### src/rtl/tdpg_pkg.sv
// Shared types and constants for the trigger delay pulse generator.
// Used by every module of the block; no dependencies.
`default_nettype none
package tdpg_pkg;

  localparam int COUNT_BITS = 16;
  localparam int MAX_PULSE  = 5000;
  localparam int DELAY_BITS = 16;
  localparam int WIDTH_BITS = 13;
  localparam int DATA_BITS  = 16;
  localparam int INDEX_BITS = 3;
  localparam int END_BITS   = DELAY_BITS + 1;
  localparam int CMP_BITS   = (COUNT_BITS > END_BITS) ? COUNT_BITS : END_BITS;
  localparam int SPAN_LIMIT = 16'hFFFF - MAX_PULSE;

  typedef logic [COUNT_BITS-1:0] count_t;
  typedef logic [DELAY_BITS-1:0] delay_t;
  typedef logic [WIDTH_BITS-1:0] width_t;
  typedef logic [CMP_BITS-1:0]   cmp_t;
  typedef logic [1:0]            phase_t;

  localparam phase_t PH_IDLE = 2'd0;
  localparam phase_t PH_TRIG = 2'd1;
  localparam phase_t PH_DIS  = 2'd2;
  localparam phase_t PH_GEN  = 2'd3;

  localparam logic [INDEX_BITS-1:0] REG_DELAY  = 3'd0;
  localparam logic [INDEX_BITS-1:0] REG_WIDTH  = 3'd1;
  localparam logic [INDEX_BITS-1:0] REG_PERIOD = 3'd2;
  localparam logic [INDEX_BITS-1:0] REG_GEN    = 3'd3;
  localparam logic [INDEX_BITS-1:0] REG_ENABLE = 3'd4;

  localparam delay_t RST_DELAY  = DELAY_BITS'(10000);
  localparam width_t RST_WIDTH  = WIDTH_BITS'(500);
  localparam delay_t RST_PERIOD = DELAY_BITS'(10000);
  localparam delay_t SPAN_MAX   = DELAY_BITS'(SPAN_LIMIT);
  localparam width_t WIDTH_MAX  = WIDTH_BITS'(MAX_PULSE);
  localparam count_t COUNT_MAX  = {COUNT_BITS{1'b1}};

  typedef struct packed {
    delay_t delay;
    width_t width;
    delay_t period;
    logic   gen_mode;
    logic   enable;
    logic   restart;
  } cfg_t;

  typedef struct packed {
    logic   pulse;
    phase_t phase;
  } res_t;

endpackage
`default_nettype wire

### src/rtl/tdpg_cfg.sv
// Configuration registers with saturation on write and train restart pulse.
// Depends on tdpg_pkg.
`default_nettype none
module tdpg_cfg (
  input  wire                             clk,
  input  wire                             rst_n,
  input  wire                             cfg_we,
  input  wire [tdpg_pkg::INDEX_BITS-1:0]  cfg_index,
  input  wire [tdpg_pkg::DATA_BITS-1:0]   cfg_data,
  output tdpg_pkg::cfg_t                  cfg
);

  tdpg_pkg::delay_t delay_r, delay_nxt, period_r, period_nxt, span_in;
  tdpg_pkg::width_t width_r, width_nxt, width_in;
  logic             gen_r, gen_nxt, en_r, en_nxt;

  assign span_in  = cfg_data[tdpg_pkg::DELAY_BITS-1:0];
  assign width_in = cfg_data[tdpg_pkg::WIDTH_BITS-1:0];

  always_comb begin
    delay_nxt  = delay_r;
    width_nxt  = width_r;
    period_nxt = period_r;
    gen_nxt    = gen_r;
    en_nxt     = en_r;
    if (cfg_we) begin
      case (cfg_index)
        tdpg_pkg::REG_DELAY:
          delay_nxt = (span_in > tdpg_pkg::SPAN_MAX) ? tdpg_pkg::SPAN_MAX : span_in;
        tdpg_pkg::REG_WIDTH:
          width_nxt = (width_in > tdpg_pkg::WIDTH_MAX) ? tdpg_pkg::WIDTH_MAX : width_in;
        tdpg_pkg::REG_PERIOD:
          period_nxt = (span_in > tdpg_pkg::SPAN_MAX) ? tdpg_pkg::SPAN_MAX : span_in;
        tdpg_pkg::REG_GEN:    gen_nxt = cfg_data[0];
        tdpg_pkg::REG_ENABLE: en_nxt  = cfg_data[0];
        default: ;
      endcase
    end
  end

  always_ff @(posedge clk) begin
    if (!rst_n) begin
      delay_r  <= tdpg_pkg::RST_DELAY;
      width_r  <= tdpg_pkg::RST_WIDTH;
      period_r <= tdpg_pkg::RST_PERIOD;
      gen_r    <= 1'b0;
      en_r     <= 1'b1;
    end else begin
      delay_r  <= delay_nxt;
      width_r  <= width_nxt;
      period_r <= period_nxt;
      gen_r    <= gen_nxt;
      en_r     <= en_nxt;
    end
  end

  assign cfg.delay    = delay_r;
  assign cfg.width    = width_r;
  assign cfg.period   = period_r;
  assign cfg.gen_mode = gen_r;
  assign cfg.enable   = en_r;
  assign cfg.restart  = cfg_we && gen_r &&
                        (cfg_index == tdpg_pkg::REG_WIDTH ||
                         cfg_index == tdpg_pkg::REG_PERIOD);

endmodule
`default_nettype wire

### src/rtl/tdpg_core.sv
// Per-tick state update: edge detect, delayed pulse, generated train, disable.
// Depends on tdpg_pkg.
`default_nettype none
module tdpg_core (
  input  wire               clk,
  input  wire               rst_n,
  input  wire               step,
  input  wire               trig,
  input  tdpg_pkg::cfg_t    cfg,
  output tdpg_pkg::res_t    res
);

  tdpg_pkg::phase_t phase_r, phase_nxt, ph;
  tdpg_pkg::count_t cnt_r, cnt_nxt, c;
  tdpg_pkg::delay_t ld_r, ld_nxt;
  tdpg_pkg::width_t lw_r, lw_nxt;
  logic             prev_r, lvl_r, lvl_nxt, lvl0, edge_seen;
  tdpg_pkg::cmp_t   c_x, end_x, ld_x, per_x, wid_x;

  assign edge_seen = trig && !prev_r;

  always_comb begin
    phase_nxt = phase_r;
    cnt_nxt   = cnt_r;
    ld_nxt    = ld_r;
    lw_nxt    = lw_r;
    lvl_nxt   = lvl_r;
    res.pulse = 1'b0;
    res.phase = tdpg_pkg::PH_DIS;
    ph        = phase_r;
    c         = cnt_r;
    lvl0      = lvl_r;
    c_x       = '0;
    end_x     = '0;
    ld_x      = '0;
    per_x     = tdpg_pkg::CMP_BITS'(cfg.period);
    wid_x     = tdpg_pkg::CMP_BITS'(cfg.width);
    if (!cfg.enable) begin
      phase_nxt = tdpg_pkg::PH_DIS;
      lvl_nxt   = 1'b0;
    end else if (cfg.gen_mode) begin
      if (phase_r != tdpg_pkg::PH_GEN) begin
        c    = '0;
        lvl0 = 1'b0;
      end
      c_x = tdpg_pkg::CMP_BITS'(c);
      if (c_x == wid_x) begin
        lvl_nxt = 1'b0;
      end else if (c_x == per_x) begin
        lvl_nxt = 1'b1;
      end else begin
        lvl_nxt = lvl0;
      end
      phase_nxt = tdpg_pkg::PH_GEN;
      res.phase = tdpg_pkg::PH_GEN;
      cnt_nxt   = (c_x >= per_x || c == tdpg_pkg::COUNT_MAX) ? '0 :
                  c + tdpg_pkg::COUNT_BITS'(1);
    end else begin
      if (phase_r == tdpg_pkg::PH_DIS || phase_r == tdpg_pkg::PH_GEN) begin
        ph = tdpg_pkg::PH_IDLE;
        c  = '0;
      end
      if (ph == tdpg_pkg::PH_IDLE && edge_seen) begin
        ld_nxt = cfg.delay;
        lw_nxt = cfg.width;
        c      = '0;
        ph     = tdpg_pkg::PH_TRIG;
      end
      res.phase = ph;
      phase_nxt = ph;
      cnt_nxt   = c;
      lvl_nxt   = 1'b0;
      if (ph == tdpg_pkg::PH_TRIG) begin
        c_x   = tdpg_pkg::CMP_BITS'(c);
        ld_x  = tdpg_pkg::CMP_BITS'(ld_nxt);
        end_x = tdpg_pkg::CMP_BITS'(ld_nxt) + tdpg_pkg::CMP_BITS'(lw_nxt);
        lvl_nxt = (c_x >= ld_x) && (c_x < end_x);
        if (c_x >= end_x || c == tdpg_pkg::COUNT_MAX) begin
          phase_nxt = tdpg_pkg::PH_IDLE;
          cnt_nxt   = '0;
        end else begin
          cnt_nxt = c + tdpg_pkg::COUNT_BITS'(1);
        end
      end
    end
    res.pulse = lvl_nxt;
  end

  always_ff @(posedge clk) begin
    if (!rst_n) begin
      phase_r <= tdpg_pkg::PH_IDLE;
      cnt_r   <= '0;
      ld_r    <= tdpg_pkg::RST_DELAY;
      lw_r    <= tdpg_pkg::RST_WIDTH;
      prev_r  <= 1'b0;
      lvl_r   <= 1'b0;
    end else if (cfg.restart) begin
      cnt_r <= '0;
      lvl_r <= 1'b0;
    end else if (step) begin
      phase_r <= phase_nxt;
      cnt_r   <= cnt_nxt;
      ld_r    <= ld_nxt;
      lw_r    <= lw_nxt;
      prev_r  <= trig;
      lvl_r   <= lvl_nxt;
    end
  end

endmodule
`default_nettype wire

### src/rtl/tdpg_out.sv
// Result register: holds one item until taken, refills in the same cycle.
// Depends on tdpg_pkg.
`default_nettype none
module tdpg_out (
  input  wire             clk,
  input  wire             rst_n,
  input  wire             load,
  input  tdpg_pkg::res_t  res,
  input  wire             out_ready,
  output logic            out_valid,
  output logic            free,
  output tdpg_pkg::res_t  held
);

  logic           valid_r, valid_nxt;
  tdpg_pkg::res_t data_r;

  assign free      = !valid_r || out_ready;
  assign valid_nxt = load || (valid_r && !out_ready);

  always_ff @(posedge clk) begin
    if (!rst_n) begin
      valid_r <= 1'b0;
    end else begin
      valid_r <= valid_nxt;
    end
  end

  always_ff @(posedge clk) begin
    if (load) begin
      data_r <= res;
    end
  end

  assign out_valid = valid_r;
  assign held      = data_r;

endmodule
`default_nettype wire

### src/rtl/trigger_delay_pulse_generator_unit.sv
// Each accepted item's result is registered and becomes valid in the next cycle.
// Throughput: one item per cycle unless a result waits on out_ready; state
// update is combinational and feeds one result register, refilled when taken.
// Reset: synchronous active-low; registers take their default settings,
// phase idle, counter zero, pulse level low, no result pending.
`default_nettype none
module trigger_delay_pulse_generator_unit (
  input  wire                             clk,
  input  wire                             rst_n,
  input  wire                             in_valid,
  output logic                            in_ready,
  input  wire                             in_trigger_level,
  output logic                            out_valid,
  input  wire                             out_ready,
  output logic                            out_pulse_out,
  output logic [1:0]                      out_phase,
  input  wire                             cfg_we,
  input  wire [tdpg_pkg::INDEX_BITS-1:0]  cfg_index,
  input  wire [tdpg_pkg::DATA_BITS-1:0]   cfg_data
);

  tdpg_pkg::cfg_t cfg;
  tdpg_pkg::res_t res, held;
  logic           free, step;

  assign in_ready = free;
  assign step     = in_valid && free;

  tdpg_cfg u_cfg (
    .clk       (clk),
    .rst_n     (rst_n),
    .cfg_we    (cfg_we),
    .cfg_index (cfg_index),
    .cfg_data  (cfg_data),
    .cfg       (cfg)
  );

  tdpg_core u_core (
    .clk   (clk),
    .rst_n (rst_n),
    .step  (step),
    .trig  (in_trigger_level),
    .cfg   (cfg),
    .res   (res)
  );

  tdpg_out u_out (
    .clk       (clk),
    .rst_n     (rst_n),
    .load      (step),
    .res       (res),
    .out_ready (out_ready),
    .out_valid (out_valid),
    .free      (free),
    .held      (held)
  );

  assign out_pulse_out = held.pulse;
  assign out_phase     = held.phase;

endmodule
`default_nettype wire

### config.mk
export PLATFORM = sky130hd
export DESIGN_NAME = trigger_delay_pulse_generator_unit
export DESIGN_NICKNAME = d
export VERILOG_FILES = /design/src/rtl/tdpg_pkg.sv /design/src/rtl/tdpg_cfg.sv /design/src/rtl/tdpg_core.sv /design/src/rtl/tdpg_out.sv /design/src/rtl/trigger_delay_pulse_generator_unit.sv
export SDC_FILE = /design/constraint.sdc
export NUM_CORES = 1
export LEC_CHECK = 0
export BUFFER_PORTS_ARGS = -buffer_cell sky130_fd_sc_hd__buf_2
export CAP_MARGIN = 10
export CELL_PAD_IN_SITES_DETAIL_PLACEMENT = 1
export CELL_PAD_IN_SITES_GLOBAL_PLACEMENT = 2
export CORE_ASPECT_RATIO = 1.4
export CORE_MARGIN = 8
export CORE_UTILIZATION = 34
export DETAILED_ROUTE_END_ITERATION = 10
export GPL_TIMING_DRIVEN = 0
export PLACE_DENSITY = 0.88
export SLEW_MARGIN = 20
export SYNTH_ARGS = -nofsm -noshare
export SYNTH_HDL_FRONTEND = slang
export SYNTH_HIERARCHICAL = 1
export SYNTH_SLANG_ARGS = --single-unit
export TNS_END_PERCENT = 1
### constraint.sdc
create_clock -name clk -period 5.5 [get_ports clk]
set_input_delay 1.1 -clock clk [delete_from_list [all_inputs] [get_ports clk]]
set_output_delay 1.1 -clock clk [all_outputs]
set_load 0.005 [all_outputs]
# Word-level counts from Yosys, hierarchy flattened
# Index checks and enable logic that the tools add are counted.
dict set report classes {
  n_addsub 3
  mul 0
  n_div 0
  order_cmp 6
  n_eq_ne 12
  shifts 0
  n_mux 36
  n_bitwise 4
  n_reduce_logical 28
}
# op count
set op_table {}
lappend op_table {{$mux W16} 15}
lappend op_table {{$mux W13} 4}
lappend op_table {{$add A16 B1 Y16 const B} 2}
lappend op_table {{$eq A16 B16 Y1 const B} 2}
lappend op_table {{$ge A16 B16 Y1} 2}
lappend op_table {{$mux W2} 10}
lappend op_table {{$add A16 B13 Y17} 1}
lappend op_table {{$ge A16 B17 Y1} 1}
lappend op_table {{$lt A16 B17 Y1} 1}
lappend op_table {{$eq A16 B13 Y1} 1}
lappend op_table {{$eq A16 B16 Y1} 1}
lappend op_table {{$gt A16 B16 Y1 const B} 1}
lappend op_table {{$reduce_and A2 Y1} 7}
lappend op_table {{$gt A13 B13 Y1 const B} 1}
lappend op_table {{$logic_and A1 B1 Y1} 7}
lappend op_table {{$mux W1} 7}
lappend op_table {{$eq A3 B2 Y1 const B} 2}
lappend op_table {{$logic_or A1 B1 Y1} 6}
lappend op_table {{$eq A2 B2 Y1 const B} 2}
lappend op_table {{$not A1 Y1} 4}
lappend op_table {{$reduce_and A4 Y1} 1}
lappend op_table {{$reduce_or A2 Y1} 2}
lappend op_table {{$eq A3 B1 Y1 const B} 1}
lappend op_table {{$eq A3 B3 Y1 const B} 1}
lappend op_table {{other kinds (5)} 7}
dict set report word_totals {
  reg_bits 100
  latch_bits 0
  ramBits 0
  rom_bits 0
  in_bits 25
  out_inout_bits 5
  elab_cells 104
  mem_count 0
}

# Longest topological paths before layout
# Gate-level depths: netlist (run 1).
dict set report logic_depth {
  word_depth 17
  depth_mapped 26
  ltp_nobuf 22
}

# Hierarchy
# Netlist (run 1), hierarchy kept.
# mod n_inst cells_each area_per_inst_um2 seq_area_each_um2
set modules_own_cells {}
lappend modules_own_cells {tdpg_core 1 735 5262.5 980.9}
lappend modules_own_cells {tdpg_cfg 1 190 1885.6 940.9}
lappend modules_own_cells {tdpg_out 1 7 138.9 110.1}
lappend modules_own_cells {trigger_delay_pulse_generator_unit 1 1 6.3 0.0}

# Worst setup path after synthesis (run 1)
# No wires, ideal clock.
dict set report synth_path {
  path_type {input port to flip-flop}
  start {in in_trigger_level}
  end {reg u_core.cnt_r[13]}
  setup_ps 70
  arrival_ps 5449
  required_time_ps 5430
  slack_ps -19
  path_stages 22
  n_path_buf 3
  path_cell_list {nand2b_1 -> nor2_1 -> buf_1 -> buf_1 -> mux2i_1 -> inv_1 -> ha_1 -> o21ai_0 -> o21a_1 -> o31a_2 -> a211oi_1 -> xor2_1 -> ha_1 -> a21o_1 -> a21oi_1 -> o221ai_1 -> a31oi_1 -> a21boi_4 -> nor3_4 -> buf_6 -> o211ai_2 -> a21oi_1}
}
dict set report synth_via {
  elab_chain_cells 11
  elab_cells_between_ends 23
  cone_classes {add/sub (2); order compare (1); eq/ne (2); mux (15); reduce/logical (3)}
}
# element line_no
set synth_rtl {}
lappend synth_rtl {{start: declaration} trigger_delay_pulse_generator_unit.sv:12} ;# input wire in_trigger_level,
lappend synth_rtl {{$logic_and A1 B1 Y1 *} tdpg_core.sv:20} ;# assign edge_seen = trig && !prev_r;
lappend synth_rtl {{$logic_and A1 B1 Y1 *} tdpg_core.sv:63} ;# if (ph == tdpg_pkg::PH_IDLE && edge_seen) begin
lappend synth_rtl {{$mux W16 or $mux W13 (tied branches)} tdpg_core.sv:63}
lappend synth_rtl {{$mux W16 or $mux W13 (tied branches)} tdpg_core.sv:41} ;# end else if (cfg.gen_mode) begin
lappend synth_rtl {{$mux W16 or $mux W13 (tied branches)} tdpg_core.sv:38} ;# if (!cfg.enable) begin
lappend synth_rtl {{$add A16 B13 Y17} tdpg_core.sv:76} ;# end_x = tdpg_pkg::CMP_BITS'(ld_nxt) + tdpg_pkg::CMP_BITS'(lw_nxt);
lappend synth_rtl {{$ge A16 B17 Y1} tdpg_core.sv:78} ;# if (c_x >= end_x || c == tdpg_pkg::COUNT_MAX) begin
lappend synth_rtl {{$logic_or A1 B1 Y1} tdpg_core.sv:78}
lappend synth_rtl {{$mux W16} tdpg_core.sv:78}
lappend synth_rtl {{$mux W16 *} tdpg_core.sv:73} ;# if (ph == tdpg_pkg::PH_TRIG) begin
lappend synth_rtl {{$mux W16 *} tdpg_core.sv:41}
lappend synth_rtl {{end signal: assignment} tdpg_core.sv:102} ;# cnt_r <= cnt_nxt;
lappend synth_rtl {{end: declaration} tdpg_core.sv:14} ;# tdpg_pkg::count_t cnt_r, cnt_nxt, c;
# Mark *: on every way between the ends. The rest lies on a longest branch, timed or not. The select of a mux whose other input is x is not followed.
# A chain may end at the register's enable or synchronous reset.

# Final worst setup path (run 1)
dict set report layout_path {
  start {in in_trigger_level}
  end {reg u_core.cnt_r[10]}
}
# The elaborated chain is that of the path after synthesis.

==> flow_metrics.tcl, run 1 <==
set metrics [dict create \
    slowest_delay_ps 390 \
    grt_usage_pct 20.4 \
    yosys-top-cells-area "dfxtp_1 (27%), ha_1 (11%), nand2_1 (8.5%)" \
    critPathSlowestCell "o31a_2" \
    fin_area_um2 8320 \
    cp.required_ps 5800 \
    post_dp_cell_area_um2 7770 \
    die_x_um 140 \
    drive_above_1_share_pct 14.1 \
    status "finished, final reports clean" \
    crit_type "in2reg" \
    avgSynthCellArea_um2 7.82 \
    synthCells 933 \
    synth_area_leader_cell "dfxtp_1" \
    layout_common_cells "nand2_1 (165), dfxtp_1 (97), ha_1 (60), nand3_1 (55), a21oi_1 (52)" \
    fmax_mhz 189 \
    synth.top_cell.area_share_pct 26.6 \
    start_util_pct 34.5 \
    setup-violations-final 0 \
    grt_pass1_vias 7601 \
    dr.pass1.iters 4 \
    numCtsBuffers 9 \
    post-route-drc-count 0 \
    start_kind "input pin" \
    final_antenna_net_count 0 \
    power_density_nw_per_um2 228 \
    grt_pass1_wl_mm 41.9 \
    yosysSeqAreaShare_pct 27.9 \
    row_count 63 \
    ys_warn_count 6 \
    areaGrowthSynthToFinish_pct 14.1 \
    rsz0062_at_grt "yes" \
    max_slew_margin_pct 43.5 \
    viasPerCell 5.79 \
    synth_edf_count 3 \
    dieArea_um2 26500 \
    total_power_mw 1.90 \
    die_h_um 189 \
    cp_max_fo 10 \
    grt-ovfl-total 0 \
    dr_total_vias 7196 \
    period_needed_ps 5290 \
    cap_violations 0 \
    dp_worst_setup_slack_ps -1450 \
    drtIter0Drc 373 \
    peakVddDrop_uv 233 \
    leakage_nw 3.48 \
    skew_ps 11.2 \
    synth_nets 1022 \
    antenna_found_initial 0 \
    port_buffers 29 \
    core_area_um2 21100 \
    place_hpwl_mm 21.0 \
    ys_seq_elements 100 \
    clockBufferDepth 2 \
    insertion_delay_ps 370 \
    cp-end-kind "flip-flop" \
    fin_ws_ps 212 \
    finalNetCount 1067 \
    synthArstFlopShare_pct 0 \
    grt_max_degree 18 \
    io_pins 30 \
    wl_per_cell_um 21.4 \
    clk_pin_slew_worst_paths_ps 70 \
    path_cells "buf_2 -> nand2b_1 -> nor2_2 -> buf_6 -> clkbuf_8 -> mux2i_4 -> inv_1 -> ha_4 -> a211oi_2 -> o21a_1 -> o31a_2 -> a211oi_2 -> xor2_1 -> ha_1 -> a21o_1 -> a21oi_1 -> o221ai_2 -> a31oi_4 -> a21boi_4 -> nor3_4 -> buf_12 -> buf_6 -> nand3_1 -> a21oi_1" \
    hold_viol 0 \
    ff2ff_path_depth 24 \
    cts_num_sinks 100 \
    netlist_area_um2 7290 \
    gp_congestion 0.888 \
    ys.flop_type "dfxtp_1" \
    cts_root_buf "clkbuf_16" \
    critPathArrivalTime_ps 5590 \
    yosysUniqueCellTypes 81 \
    finish.utilization_pct 39.4 \
    slew_viol_final 0 \
    whs_path_depth 2 \
    final_common_cell "nand2_1" \
    worst_pin_slew_ps 840 \
    drt-total-wl_mm 26.6 \
    cts_hold_buf 0 \
    cts_tree "yes" \
    fin_tns_setup_ps 0 \
    n_antenna_cell 0 \
    post-route-period-util_pct 96.1 \
    hold_path_class "reg2reg" \
    htree_num_levels 3 \
]
## critical path: cells and delay by family
kind            cells  cell delay (ps)
xor+xnor            1              170
buf+inv             6              900
fa+ha+maj           2              580
compound gates     10             1930
simple gates        4              610
mux                 1              280
## metrics by stage
step	instances	hold slack, ps
floorplan	933	436
global placement	1222	446
detailed placement	1222	448
CTS	1239	470
global route	1243	492
finish	1243	461
## flip-flops by register name, summed over array words and instances (netlist names), named ones only
signal	flops
u_core/lw_r	12
u_out/held	3
u_core/cnt_r	16
u_cfg/en_r	1
u_core/prev_r	1
u_cfg/gen_r	1
u_out/out_valid	1
u_cfg/delay_r	16
u_cfg/period_r	16
u_core/lvl_r	1
u_core/ld_r	16
u_cfg/width_r	13
u_core/phase_r	2
## synth_stat cells (8+ instances only)
library cell  instances
nand2_1             166
dfxtp_1              97
ha_1                 63
nand3_1              55
a21oi_1              53
inv_1                51
nor2_1               38
o21ai_0              38
clkbuf_1             31
xnor2_1              22
a21boi_0             20
and2_1               20
and3_1               19
mux2i_1              18
nor3_1               18
nand4_1              17
xor2_1               14
a31oi_1              13
o221a_2              12
buf_2                11
o211ai_1             11
a211oi_1             10
nand2b_1             10
a21o_1                8
nor2b_1               8
## layout make-up
type                            count  area (um2)
Buffer                             53         290
Clock buffer                        9         225
Clock inverter                      7        73.8
Fill cell                        2600       12800
Inverter                           53         199
Multi-Input combinational cell    727        4980
Sequential cell                   100        2030
Tap cell                          260         325
Timing Repair Buffer               34         195
## metal layers
layer	vias up	GRT usage, %	wire, um
met1	3506	21.9	10900
met4	0	11.6	1290
li1	3442	-	-
met5	-	0	0
met2	181	37.4	13400
met3	67	3.13	1060
## kinds of logic after synthesis
group / synth area share [%]
buffers and inverters: 6.26
and+or+nand+nor: 25.7
adders and majority gates: 11.1
DFF: 27.9
muxes: 2.47
xor gates and xnor gates: 4.32
AOI/OAI and AO/OA: 22.3
## timing repair
action | CTS | global route
setup endpoints to repair | 19 | 18
hold endpoints to repair | 0 | 0
pin swaps | 2 | 3
resized for setup | 30 | 17
buffers inserted | 1 | 4
## path summary, 6_finish.rpt
check / startpoint / to / slack, ps
worst max-delay path: in_trigger_level / u_core/cnt_r[10] / 210
worst min-delay path: u_cfg/period_r[12] / u_cfg/period_r[12] / 460
worst max register to register: u_core/phase_r[1] / u_core/cnt_r[10] / 560
worst min register to register: u_cfg/period_r[12] / u_cfg/period_r[12] / 460
## report_power, final
part | total [mW] | internal, mW | switching, mW
Clock | 0.674 | 0.356 | 0.318
Combinational | 0.443 | 0.169 | 0.274
Sequential | 0.781 | 0.755 | 0.0261
No activity file was read; power rests on OpenSTA's default activity.
==> run 2: changes to the inputs <==
--- a/config.mk
+++ b/config.mk
@@ -5,7 +5,7 @@
 export SDC_FILE = /design/constraint.sdc
 export NUM_CORES = 1
 export LEC_CHECK = 0
-export BUFFER_PORTS_ARGS = -buffer_cell sky130_fd_sc_hd__buf_2
+export BUFFER_PORTS_ARGS = -buffer_cell sky130_fd_sc_hd__clkbuf_2
 export CAP_MARGIN = 10
 export CELL_PAD_IN_SITES_DETAIL_PLACEMENT = 1
 export CELL_PAD_IN_SITES_GLOBAL_PLACEMENT = 2
==> flow_metrics.tcl, run 2 (same netlist as run 1, synthesis figures left out) <==
set metrics [dict create \
    status "finished, final reports clean" \
    gp_congestion 0.897 \
    hold_path_startpoint "u_cfg/period_r[7]" \
    cp-end-kind "flip-flop" \
    cts_tree "yes" \
    areaGrowthSynthToFinish_pct 16.3 \
    cts_root_buf "clkbuf_16" \
    hold_path_class "reg2reg" \
    crit_start "in_trigger_level" \
    grt_usage_pct 20.0 \
    finalNetCount 1076 \
    core_area_um2 21100 \
    cap_violations 0 \
    post-route-drc-count 0 \
    dieArea_um2 26500 \
    final_common_cell "nand2_1" \
    row_count 63 \
    grt_pass1_wl_mm 41.2 \
    drive_above_1_share_pct 15.3 \
    antenna_found_initial 0 \
    start_kind "input pin" \
    dr_total_vias 7089 \
    n_antenna_cell 0 \
    cp_max_fo 10 \
    crit_type "in2reg" \
    post-route-period-util_pct 96.2 \
    clockBufferDepth 2 \
    rrSetupSlack_ps 500 \
    critical_path.top_delay_family "compound AO/OA/AOI/OAI gates" \
    power_density_nw_per_um2 231 \
    wl_per_cell_um 21.3 \
    max_slew_margin_pct 43.2 \
    die_h_um 189 \
    skew_ps 8.79 \
    fill_cells 2613 \
    cts_num_sinks 100 \
    grt-ovfl-total 0 \
    seqCellArea_um2 2030 \
    stdcell_count 1252 \
    drtIter0Drc 317 \
    numCtsBuffers 9 \
    fmax_mhz 189 \
    grt_pass1_vias 7461 \
    multi_input_area_um2 5050 \
    leakage_nw 3.56 \
    viasPerCell 5.66 \
    slowest_delay_ps 360 \
    setup-violations-final 0 \
    hold_end "u_cfg/period_r[7]" \
    htree_num_levels 3 \
    dr.pass1.iters 4 \
    clk_pin_slew_worst_paths_ps 60 \
    layout_common_cells "nand2_1 (164), dfxtp_1 (97), ha_1 (60), nand3_1 (54)" \
    ff2ff_path_depth 26 \
    start_util_pct 34.5 \
    critPathSlowestCell "ha_1" \
    port_buffers 29 \
    dp_cells 1222 \
    timing.rr.start "u_core/phase_r[1]" \
    worst_pin_slew_ps 844 \
    peakVddDrop_uv 226 \
    cp.required_ps 5790 \
    hold_viol 0 \
    io_pins 30 \
    place_hpwl_mm 20.8 \
    period_needed_ps 5290 \
    die_x_um 140 \
    worst-path-buf-inv 6 \
    drt-total-wl_mm 26.6 \
    total_power_mw 1.96 \
    slew_viol_final 0 \
    worst_r2r_endpoint "u_core/cnt_r[10]" \
    grt_max_degree 17 \
    cts_hold_buf 0 \
    final_antenna_net_count 0 \
    critPathArrivalTime_ps 5580 \
    whs_path_depth 2 \
    insertion_delay_ps 360 \
]
-- run 2: worst max path at each step --
| stage | slack (ps) | endpoint | cells past startpoint |
|---|---|---|---|
| final | 210 | u_core/cnt_r[10] | 26 |
| after global routing | -40 | u_core/cnt_r[10] | 26 |
| after detailed placement | -1430 | u_core/cnt_r[10] | 25 |
| after floorplan | 40 | u_core/cnt_r[13] | 22 |
| after global placement | -1410 | u_core/cnt_r[10] | 25 |
| after CTS | 40 | u_core/cnt_r[10] | 26 |
-- run 2: worst reg2reg max path, cell delays in order, from the launching register on --
cell and delay (ps):
dfxtp_1 330, buf_2 230, nor2b_1 130, nor2_2 140, buf_6 160, buf_8 170
mux2i_4 290, inv_1 80, ha_1 340, or2_2 300, o31a_1 150, a31oi_4 210
a21oi_2 100, nand2_1 100, a21boi_2 70, o22a_1 190, xor2_1 150, ha_1 360
a21oi_2 200, o221ai_4 140, a31oi_4 210, a21boi_4 100, nor3_4 210, buf_12 150
buf_6 160, nand3_1 100, a21oi_1 140
-- run 2: layer usage --
layer,wire length [um],share of wire [%],GRT usage [%]
met1,10900,41,22.2
met2,13700,51,36.9
met3,873,3.3,2.57
met4,1150,4.3,10.0
met5,0,0,0
-- run 2: cell type report --
class	instances	area share, %
inverter	53	2.34
buffer	53	3.51
clock inverter	5	0.973
multi-input combinational	727	59.5
tap	260	3.83
clock buffer	11	2.86
timing repair buffer	43	3.07
sequential	100	23.9
-- run 2: where the power goes --
part / switching (mW) / total [mW] / leakage, nW / internal (mW)
clock network: 0.296 / 0.709 / 0.160 / 0.413
registers: 0.0270 / 0.782 / 0.820 / 0.755
logic: 0.284 / 0.466 / 2.58 / 0.181
-- run 2: what timing repair did --
| item | CTS | global route |
|---|---|---|
| buffers inserted | 2 | 11 |
| gates resized for setup | 30 | 29 |
| cloned | 0 | 1 |
| pin swaps | 2 | 8 |
| setup endpoints to repair | 19 | 19 |
-- run 2: stage by stage --
step / setup TNS [ps] / hold WS (ps) / utilization (%) / instance area, um2 / setup WS (ps)
floorplan: 0 / 436 / - / 7290 / 44.5
global placement: -23950 / 446 / 36.8 / 7760 / -1410
detailed placement: -24740 / 449 / 36.8 / 7770 / -1430
CTS: 0 / 458 / 39.0 / 8230 / 44.1
global route: -39.5 / 476 / 40.2 / 8490 / -36.9
finish: 0 / 453 / 40.2 / 8490 / 210
